==> config.mk <==
export PLATFORM = sky130hd
export DESIGN_NAME = periodic_task_tick_scheduler
export DESIGN_NICKNAME = d
export VERILOG_FILES = /design/src/rtl/ptts_pkg.sv /design/src/rtl/ptts_ram.sv /design/src/rtl/ptts_dec_unit.sv /design/src/rtl/periodic_task_tick_scheduler.sv
export SDC_FILE = /design/constraint.sdc
export NUM_CORES = 1
export LEC_CHECK = 0
export BUFFER_PORTS_ARGS = -buffer_cell sky130_fd_sc_hd__buf_2
export CELL_PAD_IN_SITES_DETAIL_PLACEMENT = 0
export CELL_PAD_IN_SITES_GLOBAL_PLACEMENT = 1
export CORE_ASPECT_RATIO = 0.7
export CORE_MARGIN = 4
export CORE_UTILIZATION = 53
export CTS_BUF_LIST = sky130_fd_sc_hd__clkbuf_8 sky130_fd_sc_hd__clkbuf_16
export CTS_CLUSTER_DIAMETER = 50
export DETAILED_ROUTE_END_ITERATION = 8
export GPL_ROUTABILITY_DRIVEN = 0
export PLACE_DENSITY = 0.81
export SETUP_SLACK_MARGIN = 0.2
export SLEW_MARGIN = 20
export SYNTH_ARGS = -nofsm -noshare
export SYNTH_HDL_FRONTEND = slang
export SYNTH_SLANG_ARGS = --single-unit
==> constraint.sdc <==
create_clock -name clock -period 4.6 [get_ports clock]
set_input_delay 0 -clock clock [delete_from_list [all_inputs] [get_ports clock]]
set_output_delay 0 -clock clock [all_outputs]
set_load 0.05 [all_outputs]
==> src/rtl/ptts_pkg.sv <==
`timescale 1ns / 1ps
// ----------------------------------------------------------------------------
// ptts_pkg
// Shared types and constants for the periodic task tick scheduler.
// ----------------------------------------------------------------------------
package ptts_pkg;

   // default sizing
   localparam int NUM_TASKS_DEF  = 8;
   localparam int TICK_WIDTH_DEF = 16;

   // field widths fixed by the request/response format
   localparam int OP_W      = 3;
   localparam int ID_W      = 3;
   localparam int FIELD_W   = 16;
   localparam int MASK_W    = 8;

   // operation codes
   localparam logic [OP_W-1:0] OP_TICK    = 3'd0;
   localparam logic [OP_W-1:0] OP_CREATE  = 3'd1;
   localparam logic [OP_W-1:0] OP_DELETE  = 3'd2;
   localparam logic [OP_W-1:0] OP_SUSPEND = 3'd3;
   localparam logic [OP_W-1:0] OP_RESUME  = 3'd4;

   typedef struct packed {
      logic [OP_W-1:0]    operation;
      logic [ID_W-1:0]    task_id;
      logic [FIELD_W-1:0] period;
      logic [FIELD_W-1:0] first_delay;
      logic               start_running;
   } req_type;

   typedef struct packed {
      logic [MASK_W-1:0] fire_mask;
      logic              op_accepted;
   } rsp_type;

   typedef enum logic [1:0] {
      ST_IDLE,
      ST_WALK,
      ST_DONE
   } state_type;

endpackage

==> src/rtl/ptts_ram.sv <==
`timescale 1ns / 1ps
// ----------------------------------------------------------------------------
// ptts_ram
// Generic single-write, single-read RAM with registered read data.
// ----------------------------------------------------------------------------
module ptts_ram #(
   parameter int WIDTH = 16,
   parameter int DEPTH = 8,
   localparam int AW   = (DEPTH > 1) ? $clog2(DEPTH) : 1
) (
   input  logic             clock,
   input  logic             wr_en,
   input  logic [AW-1:0]    wr_addr,
   input  logic [WIDTH-1:0] wr_data,
   input  logic [AW-1:0]    rd_addr,
   output logic [WIDTH-1:0] rd_data
);

   logic [WIDTH-1:0] mem_ff [DEPTH];
   logic [WIDTH-1:0] rd_data_ff;

   // write port
   always_ff @(posedge clock) begin
      if (wr_en) begin
         mem_ff[wr_addr] <= wr_data;
      end
   end

   // registered read port
   always_ff @(posedge clock) begin
      rd_data_ff <= mem_ff[rd_addr];
   end

   assign rd_data = rd_data_ff;

endmodule

==> src/rtl/ptts_dec_unit.sv <==
`timescale 1ns / 1ps
// ----------------------------------------------------------------------------
// ptts_dec_unit
// Shared countdown unit: zero test, reload select and one decrementer.
// ----------------------------------------------------------------------------
module ptts_dec_unit #(
   parameter int WIDTH = 16
) (
   input  logic [WIDTH-1:0] countdown,
   input  logic [WIDTH-1:0] period,
   output logic [WIDTH-1:0] next_count,
   output logic             fire
);

   logic [WIDTH-1:0] operand;

   // fire on zero and reload with period - 1, else count down
   always_comb begin
      fire       = (countdown == '0);
      operand    = fire ? period : countdown;
      next_count = operand - WIDTH'(1);
   end

endmodule

==> src/rtl/periodic_task_tick_scheduler.sv <==
`timescale 1ns / 1ps
// ----------------------------------------------------------------------------
// periodic_task_tick_scheduler
// Time-triggered scheduler with a table of periodic task slots.
// ----------------------------------------------------------------------------
// Each request is one operation: tick, create, delete, suspend or resume.
// Create, delete, suspend and resume complete in the cycle the request is
// taken and their response is registered on the next edge. A tick walks the
// slot table through one shared decrementer, one slot per cycle, with period
// and countdown held in RAMs of registered read: each slot is read, then the
// countdown of a valid, running slot is written back, the walk closes and
// the tick result is loaded into the response register. Requests are
// stalled while a tick walks the table or waits to hand over its result, or
// while the response register is full and stalled. Slot valid and running
// bits are flip-flops cleared by reset; period and countdown are written by
// create, and countdown also by the write-back of the tick walk.
// ----------------------------------------------------------------------------
module periodic_task_tick_scheduler
   import ptts_pkg::*;
#(
   parameter int NUM_TASKS  = NUM_TASKS_DEF,
   parameter int TICK_WIDTH = TICK_WIDTH_DEF
) (
   input  logic    clock,
   input  logic    reset,
   input  logic    req_valid,
   output logic    req_stall,
   input  req_type req_data,
   output logic    rsp_valid,
   input  logic    rsp_stall,
   output rsp_type rsp_data
);

   localparam int IDX_W = (NUM_TASKS > 1) ? $clog2(NUM_TASKS) : 1;
   localparam int CNT_W = $clog2(NUM_TASKS + 1);
   localparam logic [31:0] TICK_MAX = 32'((64'd1 << TICK_WIDTH) - 64'd1);

   state_type state_ff, state_in;

   logic [NUM_TASKS-1:0]  valid_ff, valid_in;
   logic [NUM_TASKS-1:0]  running_ff, running_in;
   logic [CNT_W-1:0]      walk_ff, walk_in;
   logic                  wb_valid_ff, wb_valid_in;
   logic [IDX_W-1:0]      wb_idx_ff, wb_idx_in;
   logic [MASK_W-1:0]     mask_ff, mask_in;
   logic                  rsp_valid_ff, rsp_valid_in;
   rsp_type               rsp_data_ff, rsp_data_in;

   logic                  req_accept;
   logic                  rsp_free;
   logic                  issue;
   logic                  walk_done;
   logic                  load_tick_rsp;

   logic                  in_range;
   logic [IDX_W-1:0]      slot;
   logic [31:0]           per_ext, dly_ext;
   logic [TICK_WIDTH-1:0] per_sat, dly_sat;

   logic [IDX_W-1:0]      rd_addr;
   logic [TICK_WIDTH-1:0] period_rd, count_rd;
   logic                  per_wr_en;
   logic                  cnt_wr_en;
   logic [IDX_W-1:0]      cnt_wr_addr;
   logic [TICK_WIDTH-1:0] cnt_wr_data;
   logic [TICK_WIDTH-1:0] dec_next;
   logic                  dec_fire;
   logic                  wb_active;
   logic [6:0]            wb_ext;

   // handshake terms
   assign rsp_free   = !rsp_valid_ff || !rsp_stall;
   assign req_accept = req_valid && !req_stall;
   assign rsp_valid  = rsp_valid_ff;
   assign rsp_data   = rsp_data_ff;

   // decode the addressed slot and saturate times to the tick width
   always_comb begin
      in_range = (7'(req_data.task_id) < 7'(NUM_TASKS));
      slot     = IDX_W'(req_data.task_id);
      per_ext  = 32'(req_data.period);
      dly_ext  = 32'(req_data.first_delay);
      per_sat  = TICK_WIDTH'((per_ext > TICK_MAX) ? TICK_MAX : per_ext);
      dly_sat  = TICK_WIDTH'((dly_ext > TICK_MAX) ? TICK_MAX : dly_ext);
   end

   // walk issue and completion
   assign issue     = (state_ff == ST_WALK) && (walk_ff < CNT_W'(NUM_TASKS));
   assign walk_done = (state_ff == ST_WALK) && !issue && !wb_valid_ff;
   assign rd_addr   = walk_ff[IDX_W-1:0];

   // next state
   always_comb begin
      state_in = state_ff;
      case (state_ff)
         ST_IDLE: begin
            if (req_accept && req_data.operation == OP_TICK) begin
               state_in = ST_WALK;
            end
         end
         ST_WALK: begin
            if (walk_done) begin
               state_in = ST_DONE;
            end
         end
         ST_DONE: begin
            if (rsp_free) begin
               state_in = ST_IDLE;
            end
         end
         default: state_in = ST_IDLE;
      endcase
   end

   // state outputs
   always_comb begin
      req_stall     = 1'b1;
      load_tick_rsp = 1'b0;
      case (state_ff)
         ST_IDLE: req_stall     = !rsp_free;
         ST_WALK: req_stall     = 1'b1;
         ST_DONE: load_tick_rsp = rsp_free;
         default: req_stall     = 1'b1;
      endcase
   end

   // shared countdown unit
   ptts_dec_unit #(
      .WIDTH(TICK_WIDTH)
   ) u_dec (
      .countdown (count_rd),
      .period    (period_rd),
      .next_count(dec_next),
      .fire      (dec_fire)
   );

   ptts_ram #(
      .WIDTH(TICK_WIDTH),
      .DEPTH(NUM_TASKS)
   ) u_period_ram (
      .clock  (clock),
      .wr_en  (per_wr_en),
      .wr_addr(slot),
      .wr_data(per_sat),
      .rd_addr(rd_addr),
      .rd_data(period_rd)
   );

   ptts_ram #(
      .WIDTH(TICK_WIDTH),
      .DEPTH(NUM_TASKS)
   ) u_count_ram (
      .clock  (clock),
      .wr_en  (cnt_wr_en),
      .wr_addr(cnt_wr_addr),
      .wr_data(cnt_wr_data),
      .rd_addr(rd_addr),
      .rd_data(count_rd)
   );

   // slot table update, walk write-back and response build
   always_comb begin
      valid_in     = valid_ff;
      running_in   = running_ff;
      walk_in      = walk_ff;
      wb_valid_in  = 1'b0;
      wb_idx_in    = wb_idx_ff;
      mask_in      = mask_ff;
      rsp_valid_in = rsp_valid_ff && rsp_stall;
      rsp_data_in  = rsp_data_ff;
      per_wr_en    = 1'b0;
      cnt_wr_en    = 1'b0;
      cnt_wr_addr  = wb_idx_ff;
      cnt_wr_data  = dec_next;
      wb_active    = wb_valid_ff && valid_ff[wb_idx_ff] && running_ff[wb_idx_ff];
      wb_ext       = 7'(wb_idx_ff);

      // advance the walk: read one slot, write back the previous one if valid and running
      if (issue) begin
         walk_in     = walk_ff + CNT_W'(1);
         wb_valid_in = 1'b1;
         wb_idx_in   = rd_addr;
      end
      if (wb_active) begin
         cnt_wr_en = 1'b1;
         if (dec_fire && wb_ext < 7'd8) begin
            mask_in[wb_ext[2:0]] = 1'b1;
         end
      end

      // hand the tick result to the response register
      if (load_tick_rsp) begin
         rsp_valid_in            = 1'b1;
         rsp_data_in.fire_mask   = mask_ff;
         rsp_data_in.op_accepted = 1'b1;
      end

      // execute the accepted request
      if (req_accept) begin
         rsp_valid_in            = 1'b1;
         rsp_data_in.fire_mask   = '0;
         rsp_data_in.op_accepted = 1'b0;
         case (req_data.operation)
            OP_TICK: begin
               rsp_valid_in = 1'b0;
               walk_in      = '0;
               mask_in      = '0;
            end
            OP_CREATE: begin
               if (in_range && !valid_ff[slot] && per_sat != '0) begin
                  valid_in[slot]          = 1'b1;
                  running_in[slot]        = req_data.start_running;
                  per_wr_en               = 1'b1;
                  cnt_wr_en               = 1'b1;
                  cnt_wr_addr             = slot;
                  cnt_wr_data             = dly_sat;
                  rsp_data_in.op_accepted = 1'b1;
               end
            end
            OP_DELETE: begin
               if (in_range && valid_ff[slot]) begin
                  valid_in[slot]          = 1'b0;
                  running_in[slot]        = 1'b0;
                  rsp_data_in.op_accepted = 1'b1;
               end
            end
            OP_SUSPEND: begin
               if (in_range) begin
                  running_in[slot] = 1'b0;
               end
               rsp_data_in.op_accepted = 1'b1;
            end
            OP_RESUME: begin
               if (in_range) begin
                  running_in[slot] = 1'b1;
               end
               rsp_data_in.op_accepted = 1'b1;
            end
            default: rsp_data_in.op_accepted = 1'b0;
         endcase
      end
   end

   // control registers
   always_ff @(posedge clock) begin
      if (reset) begin
         state_ff     <= ST_IDLE;
         valid_ff     <= '0;
         running_ff   <= '0;
         wb_valid_ff  <= 1'b0;
         rsp_valid_ff <= 1'b0;
      end else begin
         state_ff     <= state_in;
         valid_ff     <= valid_in;
         running_ff   <= running_in;
         wb_valid_ff  <= wb_valid_in;
         rsp_valid_ff <= rsp_valid_in;
      end
   end

   // datapath registers
   always_ff @(posedge clock) begin
      walk_ff     <= walk_in;
      wb_idx_ff   <= wb_idx_in;
      mask_ff     <= mask_in;
      rsp_data_ff <= rsp_data_in;
   end

   // requests are taken only from idle
   a_accept_idle: assert property (@(posedge clock) disable iff (reset)
      req_accept |-> state_ff == ST_IDLE)
      else $error("request accepted outside idle");

   // write-back only happens during the table walk
   a_wb_in_walk: assert property (@(posedge clock) disable iff (reset)
      wb_valid_ff |-> state_ff == ST_WALK)
      else $error("write-back outside table walk");

   // slot allocation is frozen while a tick is in progress
   a_valid_frozen: assert property (@(posedge clock) disable iff (reset)
      state_ff != ST_IDLE |=> $stable(valid_ff))
      else $error("slot valid changed during tick");

   // a response with firings is always an accepted tick
   a_mask_accepted: assert property (@(posedge clock) disable iff (reset)
      rsp_valid_ff && rsp_data_ff.fire_mask != '0 |-> rsp_data_ff.op_accepted)
      else $error("fire mask on refused operation");

   // the response register never loads from two sources at once
   a_single_load: assert property (@(posedge clock) disable iff (reset)
      load_tick_rsp |-> !req_accept)
      else $error("tick result and request collide");

endmodule
==> results.py <==
metrics = {
    "run": {
        "drv_cap": 0,
    },
    "timing": {
        "rsz0062_at_grt": "no",
        "finalHoldViolations": 0,
        "setup_viol": 0,
        "min_period_ns": 3.85,
        "tightest_slew_ns": 1.11,
        "max_clock_freq_ghz": 0.260,
        "max_slew_margin_pct": 25.3,
        "skew_ns": 0.0158,
        "timing.final.ws_setup_ns": 0.753,
        "setup_tns_ns": 0,
        "fin_crit_sh_pct": 83.6,
        "maxSlewViolCount": 0,
    },
    "finish": {
        "drive_gt1_share_pct": 27.7,
        "area_growth_pct": 15.3,
        "diodes": 0,
        "fin_cells": 1241,
        "multi_input_area_sq_mm": 0.00395,
        "nFillCells": 1760,
        "register_area_sq_mm": 0.00926,
        "fin_nets": 936,
    },
    "global_route": {
        "grt_pass1_wl_mm": 45.7,
        "gr-usage-met1_pct": 32.9,
        "grt_overflow": 0,
        "grt_pass1_vias": 7739,
        "grt_use_met2_pct": 32.6,
        "grtUsageTotal_pct": 21.6,
        "antenna_found_initial": 0,
        "grt_use_met3_pct": 4.52,
        "busiest_layer": "met1",
        "grt_max_degree": 44,
    },
    "synth": {
        "ys_ff_latch": 332,
        "ys_types": 64,
        "yosysWarnings": 0,
        "synth.area.top_cells": "edfxtp_1 58%, mux4_2 11%, dfxtp_1 11%, mux2_2 2.9%, a21oi_1 1.0%",
        "syn_area_sq_mm": 0.0134,
        "synth_top_area_share_pct": 58.3,
        "synth_flop_cell": "edfxtp_1",
        "synth_edf_count": 260,
        "synth_top_area_cell": "edfxtp_1",
        "syn_inst": 796,
        "yosysSeqAreaShare_pct": 69.1,
        "async_reset_ff_share_pct": 0,
        "synth.avg_cell_area_sq_um": 16.8,
        "syn_nets": 841,
    },
    "detailed_routing": {
        "ant_nets": 0,
        "drtIter0Drc": 671,
        "firstDrtPassIters": 5,
        "via_per_inst": 6.11,
        "drt_wl_total_mm": 29.7,
        "post_drt_wl_per_cell_um": 23.9,
        "drcViolationCount": 0,
        "via_count": 7586,
    },
    "placement": {
        "placed_cells": 1149,
        "port-buffer-count": 53,
        "dp_hpwl_mm": 18.7,
        "place_worst_setup_slack_ns": 0.688,
    },
    "power": {
        "pwr-share-comb_pct": 19.5,
        "swShare_pct": 27.0,
        "power_density_mw_per_mm2": 532,
        "internal_power_mw": 6.00,
        "ir_drop_v": 0.000274,
        "p_clk_share_pct": 32.0,
        "p_leak_nw": 5.08,
        "p_sw_mw": 2.22,
        "sequentialPowerShare_pct": 48.6,
    },
    "floorplan": {
        "die_width_um": 198,
        "core_sq_mm": 0.0247,
        "dieArea_sq_mm": 0.0279,
        "num_rows": 48,
        "die_y_um": 141,
        "ios": 54,
        "start_util_pct": 54.1,
    },
    "clock_tree": {
        "htree_levels": 2,
        "cts_made_buffers": 34,
        "cts_setup_buffers": 0,
        "cts.sinks": 332,
        "cts_tree": "built",
        "clk_pin_slew_ns": 0.06,
        "clock_path_buffers": 3,
        "cts_root_buf": "clkbuf_16",
        "clk_latency_ns": 0.51,
    },
    "critical_path": {
        "critPathLaunchType": "flop",
        "critPathMaxFanout": 9,
        "crit_type": "reg2reg",
        "crit_required_ns": 4.86,
        "end_kind": "flop",
        "cp.arrival_ns": 4.11,
    },
    "hold_path": {
        "hp-class": "in2reg",
    },
    "run_status": {
        "status": "completed",
    },
}
-- worst paths after layout --
| path | start | endpoint | slack (ns) | cells past startpoint |
|---|---|---|---|---|
| max | u_count_ram.rd_data[3] | u_count_ram.mem_ff[5][14] | 0.75 | 9 |
| max reg2reg | u_count_ram.rd_data[3] | u_count_ram.mem_ff[5][14] | 0.75 | 9 |
| min | req_data[13] | u_count_ram.mem_ff[2][12] | 0.02 | 3 |
| min reg2reg | rsp_data[7] | rsp_data[7] | 0.46 | 2 |
-- power groups by stage --
stage          Clock [mW]  Sequential, mW  Combinational [mW]
2_1_floorplan           0            3.81                1.32
5_1_grt              2.81            4.03                1.74
6_report             2.63            3.99                1.60
4_1_cts              2.68            3.99                1.62
3_5_place_dp            0            4.05                1.59
3_3_place_gp            0            4.04                1.53
-- through the flow --
| stage | util (%) | hold WS, ns | total power, mW | cell area (sq um) |
|---|---|---|---|---|
| 2_1_floorplan | - | 0.0989 | 5.14 | 13400 |
| 3_3_place_gp | 56.7 | 0.271 | 5.57 | 14000 |
| 3_5_place_dp | 56.7 | 0.292 | 5.64 | 14000 |
| 4_1_cts | 62.4 | 0.000424 | 8.30 | 15400 |
| 5_1_grt | 62.4 | 0.0390 | 8.58 | 15400 |
| 6_report | 62.4 | 0.0166 | 8.22 | 15400 |
-- worst max-delay path, stage by stage, from the launching register on --
cell and delay (ns):
dfxtp_1 0.44, nor3_1 0.12, nand3_1 0.29, nor2_1 0.20
a21oi_1 0.29, ha_1 0.27, or4b_2 0.71, a2111oi_1 0.68
a211oi_1 0.18, nor3_2 0.42
-- cells in the mapped netlist, types with 4 or more instances --
cell      count
a21oi_1      28
a221oi_2      7
mux2_2       34
inv_1        18
nand3_1      10
buf_1         5
o31ai_1       6
buf_6         4
nand3b_1      4
nand2_2       7
nor3b_1       5
mux2i_1      10
nor3_1       13
edfxtp_1    260
nand4_1       5
or3_1         9
nor4_1       12
buf_2         6
mux4_2       68
o21ai_0       9
nor2b_1      11
o41ai_1       7
dfxtp_1      72
nand2_1      37
clkbuf_1     24
a31oi_1      16
nor2_1       32
nand2b_1     12
a211oi_1      4
-- what timing repair did --
item / in CTS / in global routing
resized for setup: 0 / 1
endpoints found under the setup margin: 0 / 8
hold endpoints to repair: 190 / 0
hold buffers: 31 / 0
-- state kept, by name (all words and copies together) (netlist names), named ones only --
name / cells
mask_ff: 8
rsp_data: 9
rsp_valid: 1
state_ff: 2
u_count_ram.mem_ff: 128
u_count_ram.rd_data: 16
u_period_ram.mem_ff: 128
u_period_ram.rd_data: 16
walk_ff: 4
wb_idx_ff: 3
wb_valid_ff: 1
-- cells in the final DEF (no fill, tap or decap), types with 3 or more instances in the layout --
master,netlist,routed
mux4_2,68,68
nand2_2,7,7
mux2i_1,10,10
a21oi_1,28,28
clkbuf_8,0,5
nor2b_1,11,11
edfxtp_1,260,260
inv_1,18,25
dlygate4sd3_1,0,31
or3_1,9,9
xnor2_1,3,3
buf_4,0,14
a221oi_2,7,7
clkinv_1,0,3
buf_2,6,53
o41ai_2,0,6
a22o_1,3,3
xor2_1,3,3
mux2_2,34,34
o31ai_1,6,6
nand2b_1,12,12
dfxtp_1,72,70
a211oi_1,4,4
o21ai_1,2,4
clkinv_2,0,6
o31a_1,3,3
nor4_1,12,11
o21ai_0,9,7
clkbuf_16,0,37
nand3_1,10,10
nor3b_1,5,5
nor2_1,32,32
nand3b_1,4,4
nand2_1,37,37
nand4_1,5,5
nor3_1,13,13
and2_1,3,3
a31oi_1,16,16
-- layer usage --
| metal | part of all wire, % | wire length (um) |
|---|---|---|
| met3 | 8.0 | 2380 |
| met4 | 1.6 | 469 |
| met5 | 0 | 0 |
| met2 | 46 | 13700 |
| met1 | 44 | 13200 |
-- area by class of cell --
| class | instances | area share [%] |
|---|---|---|
| multi-input cells | 407 | 25.5 |
| well taps | 325 | 2.63 |
| clock buffers | 42 | 6.44 |
| clock inverters | 19 | 0.616 |
| inverters | 18 | 0.437 |
| flip-flops and latches | 332 | 59.9 |
| repair buffers | 98 | 4.41 |
-- cells by family after synthesis --
| group | after synthesis | synth area share [%] |
|---|---|---|
| flip-flops | 332 | 69.1 |
| AND/OR/NAND/NOR | 176 | 7.17 |
| multiplexers | 114 | 15.3 |
| AO/OA/AOI/OAI | 109 | 6.05 |
| buffers and inverters | 57 | 1.88 |
| XOR/XNOR | 6 | 0.392 |
| adder cells (fa/ha/maj) | 2 | 0.187 |
Power figures use the tool's default switching activity.
